<file path="config.mk">
export PLATFORM = sky130hd
export DESIGN_NAME = dtafd_queue
export DESIGN_NICKNAME = d
export VERILOG_FILES = /design/src/sv/dtafd_pkg.sv /design/src/sv/dtafd_queue.sv
export SDC_FILE = /design/constraint.sdc
export NUM_CORES = 1
export LEC_CHECK = 0
export BUFFER_PORTS_ARGS = -buffer_cell sky130_fd_sc_hd__buf_2
export CORE_MARGIN = 2
export CORE_UTILIZATION = 52
export DETAILED_ROUTE_END_ITERATION = 16
export PLACE_DENSITY = 0.79
export SYNTH_ARGS = -nofsm -noshare
export SYNTH_HDL_FRONTEND = slang
export SYNTH_SLANG_ARGS = --single-unit
export TNS_END_PERCENT = 5
</file>
<file path="constraint.sdc">
create_clock -name clk -period 3.05 [get_ports clk]
set_input_delay 0.61 -clock clk [delete_from_list [all_inputs] [get_ports clk]]
set_output_delay 0.61 -clock clk [all_outputs]
set_load 0.005 [all_outputs]
</file>
<file path="src/sv/dtafd_pkg.sv">
// Shared types, constants and helpers for the delta-table audio frame decoder.
// No dependencies.
package dtafd_pkg;

  localparam int MaxChannels = 4;
  localparam int TableDepth  = 256;
  localparam int MaxFrameLen = 4096;

  typedef enum logic [2:0] {
    OP_ZERO_RUN,
    OP_ERROR,
    OP_NEW_FRAME,
    OP_START,
    OP_TABLE,
    OP_CODES
  } op_t;

  typedef enum logic [1:0] {
    KIND_SAMPLE = 2'd0,
    KIND_ZERO   = 2'd1,
    KIND_ERROR  = 2'd2
  } kind_t;

  localparam logic [1:0] CFG_FRAME_LENGTH = 2'd0;
  localparam logic [1:0] CFG_CHANNELS     = 2'd1;

  typedef struct packed {
    op_t         op;
    logic [15:0] word;
    logic [8:0]  aux;
    logic [3:0]  bits;
  } cmd_t;

  function automatic logic [4:0] code_width(input logic [3:0] bits);
    code_width = (bits == 4'd0) ? 5'd16 : {1'b0, bits};
  endfunction

  function automatic logic [4:0] codes_per_word(input logic [3:0] bits);
    case (bits)
      4'd1:    codes_per_word = 5'd16;
      4'd2:    codes_per_word = 5'd8;
      4'd3:    codes_per_word = 5'd5;
      4'd4:    codes_per_word = 5'd4;
      4'd5:    codes_per_word = 5'd3;
      4'd6, 4'd7, 4'd8: codes_per_word = 5'd2;
      default: codes_per_word = 5'd1;
    endcase
  endfunction

  function automatic logic [15:0] code_mask(input logic [3:0] bits);
    code_mask = (bits == 4'd0) ? 16'hFFFF : 16'((17'd1 << bits) - 17'd1);
  endfunction

endpackage

</file>
<file path="src/sv/dtafd_queue.sv">
// Two-entry command queue between front and back end.
// Depends on dtafd_pkg.
module dtafd_queue (
  input  logic            clk,
  input  logic            rst,
  input  logic            push,
  input  dtafd_pkg::cmd_t push_cmd,
  output logic            full,
  input  logic            pop,
  output logic            avail,
  output dtafd_pkg::cmd_t head
);
  import dtafd_pkg::*;

  cmd_t       slots [2];
  logic       wptr;
  logic       rptr;
  logic [1:0] count;

  assign full  = (count == 2'd2);
  assign avail = (count != 2'd0);
  assign head  = slots[rptr];

  always_ff @(posedge clk) begin
    if (push) slots[wptr] <= push_cmd;
  end

  always_ff @(posedge clk) begin
    if (rst) begin
      wptr  <= 1'b0;
      rptr  <= 1'b0;
      count <= '0;
    end else begin
      if (push) wptr <= ~wptr;
      if (pop) rptr <= ~rptr;
      count <= count + {1'b0, push} - {1'b0, pop};
    end
  end

endmodule

</file>
==> run summary <==
reg-to-reg endpoint -> slots[1][2]
HPWL after DPL -> 2992 µm
first-pass GRT wire length -> 6120 µm
die area -> 5755 µm²
RSZ-0062 raised after global routing -> false
Sink Count -> 69
I/O pins -> 70
Root Driver -> clkbuf_8
Via density -> 4.712
Die X-Extent -> 75.86 µm
Psw -> 410.5 µW
synthesized cell area -> 2685 µm²
Startpoint Class -> flip-flop
RePlAce Congestion -> 0.7180
CP endpoint kind -> primary output
Pwr per Cell Area -> 610.7 nW/µm²
largest net degree at the start of global routing -> 33
final hold violation count -> 0
vias in the first global route -> 1375
worst hold start -> push_cmd[11]
nets -> 238
placed cells -> 259
setup violators final -> 0
gr ovfl total -> 0
level count of the clock H-tree -> 3
DR WL met2 -> 2252 µm
Max FO, Critical Path -> 15
synth top area cells -> edfxtp_1 (72%), mux2_4 (17%), dfxtp_1 (3.7%)
end of the worst hold path -> slots[1][11]
Buffers on Ports -> 69
core area -> 5042 µm²
Max-cap violations -> 0
Starting DRT DRC Count -> 87
commonest non-fill, non-tap cell in the layout -> buf_2
Hold/Removal Path Class -> primary input to flip-flop
CP max-delay cell -> dfxtp_2
Mapped Cells -> 121
worst path bufs/invs -> 2
critical setup path kind -> flip-flop to primary output
P_int -> 1.572 mW
Reg clk slew, reported paths -> 0.06 ns
mean post-synth cell area -> 22.19 µm²
met1 WL -> 1619 µm
FF-to-FF setup slack -> 1.58 ns
Reg-to-Reg Start -> wptr
Seq pwr share -> 57.0%
WP data arrival -> 1.62 ns
cts hold-fix bufs -> 0
DR pass1 iterations -> 4
PostCTS Resize Cnt -> 0
Max transition margin -> 39.39%
Layout Cells excl Fill -> 274
initial antenna violation count -> 0
post-route DRC violation count -> 0
post-route antenna net violation count -> 0
CTS tree -> done
YS warnings -> 0
FF+latch count, synth -> 69
status -> finished clean
initial core utilization -> 53.25%
met3 wire len -> 249 µm
P_leak -> 1.311 nW
Clock Latency Late Sink -> 0.33 ns
Top Layer Used -> met4
detailed-route via count -> 1291
die height -> 75.86 µm
Syn-to-layout area delta -> 20.92%
syn nets -> 159
CP required -> 2.44 ns
Final Max Slew Viols -> 0
combinational share of power -> 13.0%
diode count -> 0
DR WL/cell -> 15.09 µm
Synth area leader -> edfxtp_1
post-layout min period -> 2.233 ns
hold path depth -> 1
Switching Share -> 20.70%
clock share of power -> 30.0%
worst clock skew -> 0.008849 ns
post-route setup TNS -> 0 ns
share of post-route cells with drive strength above 1 -> 57.35%
maximum vdd drop -> 0.0004416 V
Post-CTS Setup Bufs -> 0
clk buf depth -> 2
total CTS buffers -> 9
Total Routed Length -> 4136 µm
worst slew pin tran -> 0.9073 ns
row count -> 26
most frequent cells in the layout -> buf_2 (69), edfxtp_1 (64), mux2_4 (30)
share of the synthesized area in the top cell type -> 71.58%
cell chain of the critical path -> buf_4 > mux2_4 > buf_2
Fmax -> 447.8 MHz
Seq/Total Area, Yosys -> 75.30%
Yosys cell types -> 14
Top delay family on crit path -> flip-flops
GRT Overall Usage -> 15.56%
Max stage delay on crit path -> 0.49 ns
period utilization -> 73.23%
FF-to-FF path depth -> 2
==> power by group through the flow <==
stage	registers (mW)	clock network (mW)	logic, mW
2_1_floorplan	1.14	0	0.178
6_report	1.13	0.595	0.258
3_5_place_dp	1.15	0	0.263
5_1_grt	1.14	0.659	0.284
3_3_place_gp	1.15	0	0.253
4_1_cts	1.13	0.617	0.264
==> cell usage after synthesis (all sizes together) <==
| master | count |
|---|---|
| or2 | 1 |
| nor2 | 4 |
| xnor2 | 2 |
| dfxtp | 5 |
| xnor3 | 1 |
| buf | 4 |
| edfxtp | 64 |
| mux2 | 32 |
| ha | 2 |
| nor2b | 3 |
| and2 | 1 |
| inv | 2 |
==> sequential cells by signal, summed over array words and instances, names as in the netlist, named ones only <==
signal,count
count,2
wptr,1
rptr,1
slots,64
==> final cells by class <==
class                      instances  area [µm²]
clock buffer                      15       156.4
tap                               70       87.58
sequential                        69        2023
fill                             366        1795
timing repair buffer              72       380.4
multi-input combinational         46       591.8
inverter                           2       7.507
==> worst max path at each step <==
stage | cells after the start | end | slack, ns | startpoint
finish | 3 | head[15] | 0.82 | flip-flop
global route | 3 | head[26] | 0.72 | flip-flop
CTS | 3 | head[30] | 0.78 | flip-flop
detailed placement | 2 | slots[0][23] | 1.12 | push
global placement | 3 | head[15] | 1.18 | flip-flop
floorplan | 1 | slots[0][0] | 0.57 | push
==> through the flow <==
stage	instance area, µm²	util (%)	worst slack, ns	power (mW)	hold slack (ns)
finish	3247	64.39	0.8166	1.983	0.4681
global placement	3090	61.29	1.178	1.398	0.5006
CTS	3247	64.39	0.7789	2.012	0.4501
detailed placement	3090	61.29	1.117	1.414	0.5099
global route	3247	64.39	0.7216	2.079	0.4477
floorplan	2685	-	0.5675	1.317	0.4799
==> cells by family after synthesis <==
family                   share of synthesized area [%]
multiplexers                                     17.61
buffers and inverters                            2.936
adder cells (fa/ha/maj)                         0.9318
AND/OR/NAND/NOR                                  1.724
XOR/XNOR                                         1.491
flip-flops                                       75.30
==> routing by layer <==
| metal | vias to the layer above | GRT usage, % |
|---|---|---|
| li1 | 623 | - |
| met1 | 620 | 16.16 |
| met2 | 46 | 26.92 |
| met3 | 2 | 7.011 |
| met4 | 0 | 7.018 |
| met5 | - | 0 |
Note: power is estimated with default switching activity, not from simulation.
