**config.mk**
```make
export PLATFORM = sky130hd
export DESIGN_NAME = dtafd_front
export DESIGN_NICKNAME = d
export VERILOG_FILES = /design/src/sv/dtafd_pkg.sv /design/src/sv/dtafd_front.sv
export SDC_FILE = /design/constraint.sdc
export NUM_CORES = 1
export LEC_CHECK = 0
export ABC_AREA = 1
export ABC_CLOCK_PERIOD_IN_PS = 6800
export BUFFER_PORTS_ARGS = -buffer_cell sky130_fd_sc_hd__buf_2
export CAP_MARGIN = 20
export CORE_MARGIN = 8
export CORE_UTILIZATION = 45
export CTS_CLUSTER_SIZE = 20
export DETAILED_ROUTE_END_ITERATION = 7
export PLACE_DENSITY = 0.73
export SETUP_SLACK_MARGIN = 0.15
export SYNTH_ARGS = -nofsm -noshare
export SYNTH_HDL_FRONTEND = slang
export SYNTH_SLANG_ARGS = --single-unit
```
**constraint.sdc**
```tcl
create_clock -name clk -period 6.8 [get_ports clk]
set_input_delay 1.02 -clock clk [delete_from_list [all_inputs] [get_ports clk]]
set_output_delay 1.02 -clock clk [all_outputs]
set_load 0.05 [all_outputs]
```
**src/sv/dtafd_pkg.sv**
```systemverilog
// Shared types, constants and helpers for the delta-table audio frame decoder.
// No dependencies.
package dtafd_pkg;

  localparam int MaxChannels = 4;
  localparam int TableDepth  = 256;
  localparam int MaxFrameLen = 4096;

  typedef enum logic [2:0] {
    OP_ZERO_RUN,
    OP_ERROR,
    OP_NEW_FRAME,
    OP_START,
    OP_TABLE,
    OP_CODES
  } op_t;

  typedef enum logic [1:0] {
    KIND_SAMPLE = 2'd0,
    KIND_ZERO   = 2'd1,
    KIND_ERROR  = 2'd2
  } kind_t;

  localparam logic [1:0] CFG_FRAME_LENGTH = 2'd0;
  localparam logic [1:0] CFG_CHANNELS     = 2'd1;

  typedef struct packed {
    op_t         op;
    logic [15:0] word;
    logic [8:0]  aux;
    logic [3:0]  bits;
  } cmd_t;

  function automatic logic [4:0] code_width(input logic [3:0] bits);
    code_width = (bits == 4'd0) ? 5'd16 : {1'b0, bits};
  endfunction

  function automatic logic [4:0] codes_per_word(input logic [3:0] bits);
    case (bits)
      4'd1:    codes_per_word = 5'd16;
      4'd2:    codes_per_word = 5'd8;
      4'd3:    codes_per_word = 5'd5;
      4'd4:    codes_per_word = 5'd4;
      4'd5:    codes_per_word = 5'd3;
      4'd6, 4'd7, 4'd8: codes_per_word = 5'd2;
      default: codes_per_word = 5'd1;
    endcase
  endfunction

  function automatic logic [15:0] code_mask(input logic [3:0] bits);
    code_mask = (bits == 4'd0) ? 16'hFFFF : 16'((17'd1 << bits) - 17'd1);
  endfunction

endpackage

```
**src/sv/dtafd_front.sv**
```systemverilog
// Front end: parses stream words into commands, tracking frame phase and code count.
// Depends on dtafd_pkg.
module dtafd_front #(
  parameter int MAX_CHANNELS  = dtafd_pkg::MaxChannels,
  parameter int MAX_FRAME_LEN = dtafd_pkg::MaxFrameLen
) (
  input  logic            clk,
  input  logic            rst,
  input  logic            push,
  input  logic [15:0]     word,
  input  logic [16:0]     eff_len,
  input  logic [3:0]      nch,
  output dtafd_pkg::cmd_t cmd
);
  import dtafd_pkg::*;

  localparam int CLW = $clog2(MAX_FRAME_LEN * MAX_CHANNELS + 1);

  typedef enum logic [1:0] {PH_HEADER, PH_START, PH_TABLE, PH_CODES} phase_t;

  phase_t         phase;
  logic [3:0]     code_bits;
  logic [8:0]     table_count;
  logic [8:0]     load_index;
  logic [CLW-1:0] codes_left;
  logic [4:0]     per;
  logic [4:0]     take;

  assign per  = codes_per_word(code_bits);
  assign take = (codes_left < CLW'(per)) ? 5'(codes_left) : per;

  always_comb begin
    cmd.word = word;
    cmd.bits = code_bits;
    cmd.aux  = load_index;
    case (phase)
      PH_HEADER: begin
        cmd.aux = {1'b0, word[7:0]};
        if (word[15]) begin
          cmd.op = OP_ZERO_RUN;
        end else if (word[14:12] != 3'd0) begin
          cmd.op = OP_ERROR;
        end else begin
          cmd.op = OP_NEW_FRAME;
        end
      end
      PH_START: cmd.op = OP_START;
      PH_TABLE: cmd.op = OP_TABLE;
      default: begin
        cmd.op  = OP_CODES;
        cmd.aux = {4'd0, take};
      end
    endcase
  end

  always_ff @(posedge clk) begin
    if (rst) begin
      phase       <= PH_HEADER;
      code_bits   <= '0;
      table_count <= '0;
      load_index  <= '0;
      codes_left  <= '0;
    end else if (push) begin
      case (phase)
        PH_HEADER: begin
          if (!word[15] && word[14:12] == 3'd0) begin
            code_bits   <= word[3:0];
            table_count <= {1'b0, word[11:4]} + 9'd1;
            load_index  <= '0;
            codes_left  <= CLW'((eff_len - 17'd1) * nch);
            phase       <= PH_START;
          end
        end
        PH_START: begin
          if ({5'd0, load_index} + 14'd1 >= {10'd0, nch}) begin
            load_index <= '0;
            phase      <= PH_TABLE;
          end else begin
            load_index <= load_index + 9'd1;
          end
        end
        PH_TABLE: begin
          if (load_index + 9'd1 >= table_count) begin
            load_index <= '0;
            phase      <= (codes_left != '0) ? PH_CODES : PH_HEADER;
          end else begin
            load_index <= load_index + 9'd1;
          end
        end
        default: begin
          codes_left <= codes_left - CLW'(take);
          if (codes_left == CLW'(take)) phase <= PH_HEADER;
        end
      endcase
    end
  end

endmodule

```
==> flow_summary.ini <==
[outcome]
run_status = completed

[setup_path]
cp.arrival_ns = 4.75
timing.critical_path.to_type = flip-flop
critPathRequiredTime_ns = 6.95
cp-start-kind = input pin
rrSetupSlack_ns = 3.13
reg2reg_depth = 21
path_class = input pin to flip-flop
crit-reg2reg-launch = codes_left[2]
timing.critical_path.buf_inv = 4
worst_path_dominant_cell_family = adder cells
r2r_end = codes_left[14]
worst-path-max-fanout = 5
critPathSlowestCell = fa_1
critPathMaxStageDelay_ns = 0.55
critical_path.cell_chain = buf_2, inv_2, ha_1, nand3_2, nor2_2, xnor2_1, nor2_1, fa_1, inv_1, fa_1, inv_1, ha_1, a21oi_1, o21ai_0, a21oi_1, nor2_1, nor2_1, xor2_1, nand2_1, o211ai_1, a21oi_1

[logic_synthesis]
mux_cell_area_share_after_synthesis_pct = 0
synth-compound-area-share_pct = 14.85
synth_fp_nets = 895
synth.distinct_cells = 49
cell_area_synth_um2 = 5256
netlist_top_cells_area = dfxtp_1 (17%), ha_1 (11%), nand2_1 (9.8%)
synthesis.instances = 783
post_synthesis_sequential_area_ratio_pct = 16.76
synth_simple_gate_area_share_pct = 29.61
ys_async_sr_fraction_pct = 0
synth_adder_area_share_pct = 20.57
synth.avg_cell_area_um2 = 6.713
post-synth-top-area-cell = dfxtp_1
postSynthRegisterBits = 44
dominantRegCellSynth = dfxtp_1
yosys.area.top_type_share_pct = 16.76
synth_enable_flop_cells = 0
synth-xor-area-share_pct = 4.999
ys.warnings.count = 0
main_combinational_cell_family_by_area_after_synthesis = simple AND/OR/NAND/NOR gates

[floorplan]
standard_cell_rows = 39
start_util_pct = 46.03
die_footprint_um2 = 15390
design.core.area_um2 = 11420
die_x_um = 124.1
pin_count = 72
die-height_um = 124.1

[place]
gp_congestion = 0.8571
numPortBuffers = 69
dp.final_hpwl_um = 10290
placed_area_um2 = 5600
post-place-ws_ns = 1.904
placed_cells_incl_taps = 964

[drt]
antenna_violating_nets_post_route = 0
detailed_route_wl_um = 12700
detailroute.via_count = 5037
avgViaCountPerCell = 5.182
drt_first_iter_violations = 238
dr.pass1.iters = 6
drcViolationCount = 0
average_detailed_routed_wire_length_per_instance_um = 13.07

[min_path]
min-delay-path-class = flip-flop to flip-flop
holdPathStages = 2
whs_endpoint = table_count[3]
min_from = table_count[3]

[power_and_ir_drop]
p_sw_share_pct = 50.99
power.static_leakage_nw = 2.912
vdd.ir_drop.worst_mv = 0.1922
power.share.combinational_pct = 64.6
internal_power_mw = 0.8245
finalPower_mw = 1.682
netSwitchingPower_mw = 0.8577
share_clk_of_total_power_pct = 17.0
seq_power_share_pct = 18.4
pwr_density_cell_nw_per_um2 = 291.5

[sta]
post-route-min-period_ns = 4.599
report.final.setup_viol = 0
fin_setup_tns_ns = 0
clock.fmax_mhz = 217.4
unrepaired_setup_endpoints_after_global_routing = false
slew-limit-headroom_pct = 57.06
slew_violations = 0
layout_setup_ws_ns = 2.201
transition_time_of_the_tightest_slew_check_pin_ns = 0.6434
fin_skew_ns = 0.005546
finalCritPeriodShare_pct = 67.63
timing.final.hold_violations = 0

[finish]
syn2layout_area_growth_pct = 9.807
layout_cells_excl_fill = 972
num_antenna_cells = 0
fin_nets = 940
final_layout_size_suffix_gt1_share_pct = 15.68
stdcell_area_um2 = 5772

[global_route]
number_of_antenna_violations_at_the_first_check_in_global_routing = 0
grt_max_degree = 23
wire_length_of_the_first_global_routing_pass_um = 21510
grtUsageTotal_pct = 16.91
grt_pass1_vias = 4713
grt_remaining_overflow = 0

[clock_network]
post_cts.repair.setup_buffers = 0
cts_bufs_inserted = 5
hold_buffers = 0
cts_repair_resizes = 0
tritoncts = yes
number_of_buffers_on_the_longest_clock_path = 2
cts_root_buffer = clkbuf_16
worst_skew_pair.late_latency_ns = 0.29
clock_sink_count = 44
clkTransAtPathRegs_ns = 0.07
htree_num_levels = 2

[flow_run]
max-cap-violations = 0
-- registers in the layout (all words and copies together) (netlist names) --
name and flops:
table_count 9, codes_left 15, code_bits 4, phase 2, per 5, load_index 9
-- per-layer routing --
metal | GRT usage, % | wire (um) | vias to the layer above
li1 | - | - | 2596
met1 | 21.04 | 5872 | 2322
met2 | 30.16 | 5893 | 101
met3 | 1.859 | 672 | 18
met4 | 4.684 | 261 | 0
met5 | 0 | 0 | -
-- tightest hold or removal path, cell delays in order (launching register included) --
cell and delay, ns:
dfxtp_1 0.31, inv_1 0.07, a21oi_1 0.06
-- how the worst max path moves through the flow --
stage	cells after the start	start	slack (ns)	end
final	21	eff_len[0]	2.20	codes_left[12]
after global routing	21	eff_len[0]	1.86	codes_left[12]
after CTS	21	eff_len[0]	2.19	codes_left[12]
after detailed placement	21	eff_len[0]	1.90	codes_left[12]
after global placement	21	eff_len[0]	1.94	codes_left[12]
after floorplan	20	eff_len[1]	2.46	codes_left[12]
-- cells in the mapped netlist (10+ instances only) --
library cell / number
ha_1: 48
fa_1: 24
nand3_1: 50
clkbuf_1: 10
nand2_1: 137
or2_2: 11
inv_1: 126
a21oi_1: 60
xor2_1: 19
nor2_1: 89
dfxtp_1: 44
xnor2_1: 11
buf_4: 16
nor3_1: 11
o21ai_0: 36
-- through the flow --
stage	hold slack, ns	utilization, %
after global routing	0.4976	50.55
after global placement	0.4589	49.05
after CTS	0.4789	50.55
final	0.4883	50.55
after floorplan	0.4353	-
after detailed placement	0.4698	49.05
-- cell usage in the layout (no fill, tap or decap), types with 2 or more instances in the layout --
cell type / synthesis / final
a211oi_1: 3 / 3
a21oi_1: 60 / 60
a21oi_2: 2 / 2
a22oi_1: 5 / 5
a31oi_1: 4 / 4
buf_2: 3 / 69
buf_4: 16 / 2
clkbuf_16: 0 / 5
dfxtp_1: 44 / 44
fa_1: 24 / 24
ha_1: 48 / 48
inv_1: 126 / 126
inv_2: 7 / 7
nand2_1: 137 / 137
nand2_2: 2 / 2
nand3_1: 50 / 50
nand3_2: 4 / 4
nand4_1: 8 / 8
nor2_1: 89 / 89
nor2_2: 8 / 8
nor2_4: 4 / 4
nor3_1: 11 / 11
nor3_2: 5 / 5
nor3_4: 3 / 3
o211ai_1: 5 / 5
o21a_1: 2 / 2
o21ai_0: 36 / 36
o21ai_1: 5 / 5
o21bai_1: 2 / 2
or2_2: 11 / 11
xnor2_1: 11 / 11
xor2_1: 19 / 19
-- final cells by class --
class	count	area, um^2
multi-input combinational	573	3681
clock buffer	5	125.1
inverter	133	499.2
clock inverter	3	46.29
fill	1194	5647
timing repair buffer	71	360.3
tap	143	178.9
sequential	44	880.8
-- cells by family after synthesis --
group / Yosys count
and+or+nand+nor: 336
buffers and inverters: 166
AOI/OAI and AO/OA: 135
adders and majority gates: 72
DFF: 44
xor gates and xnor gates: 30
-- power by group through the flow --
stage	Combinational [mW]	Sequential, mW	Clock (mW)
2_1_floorplan	0.858	0.310	0
3_3_place_gp	1.07	0.314	0
3_5_place_dp	1.08	0.314	0
4_1_cts	1.09	0.309	0.291
5_1_grt	1.24	0.313	0.300
6_report	1.09	0.309	0.286
(Power assumes the default switching activity.)
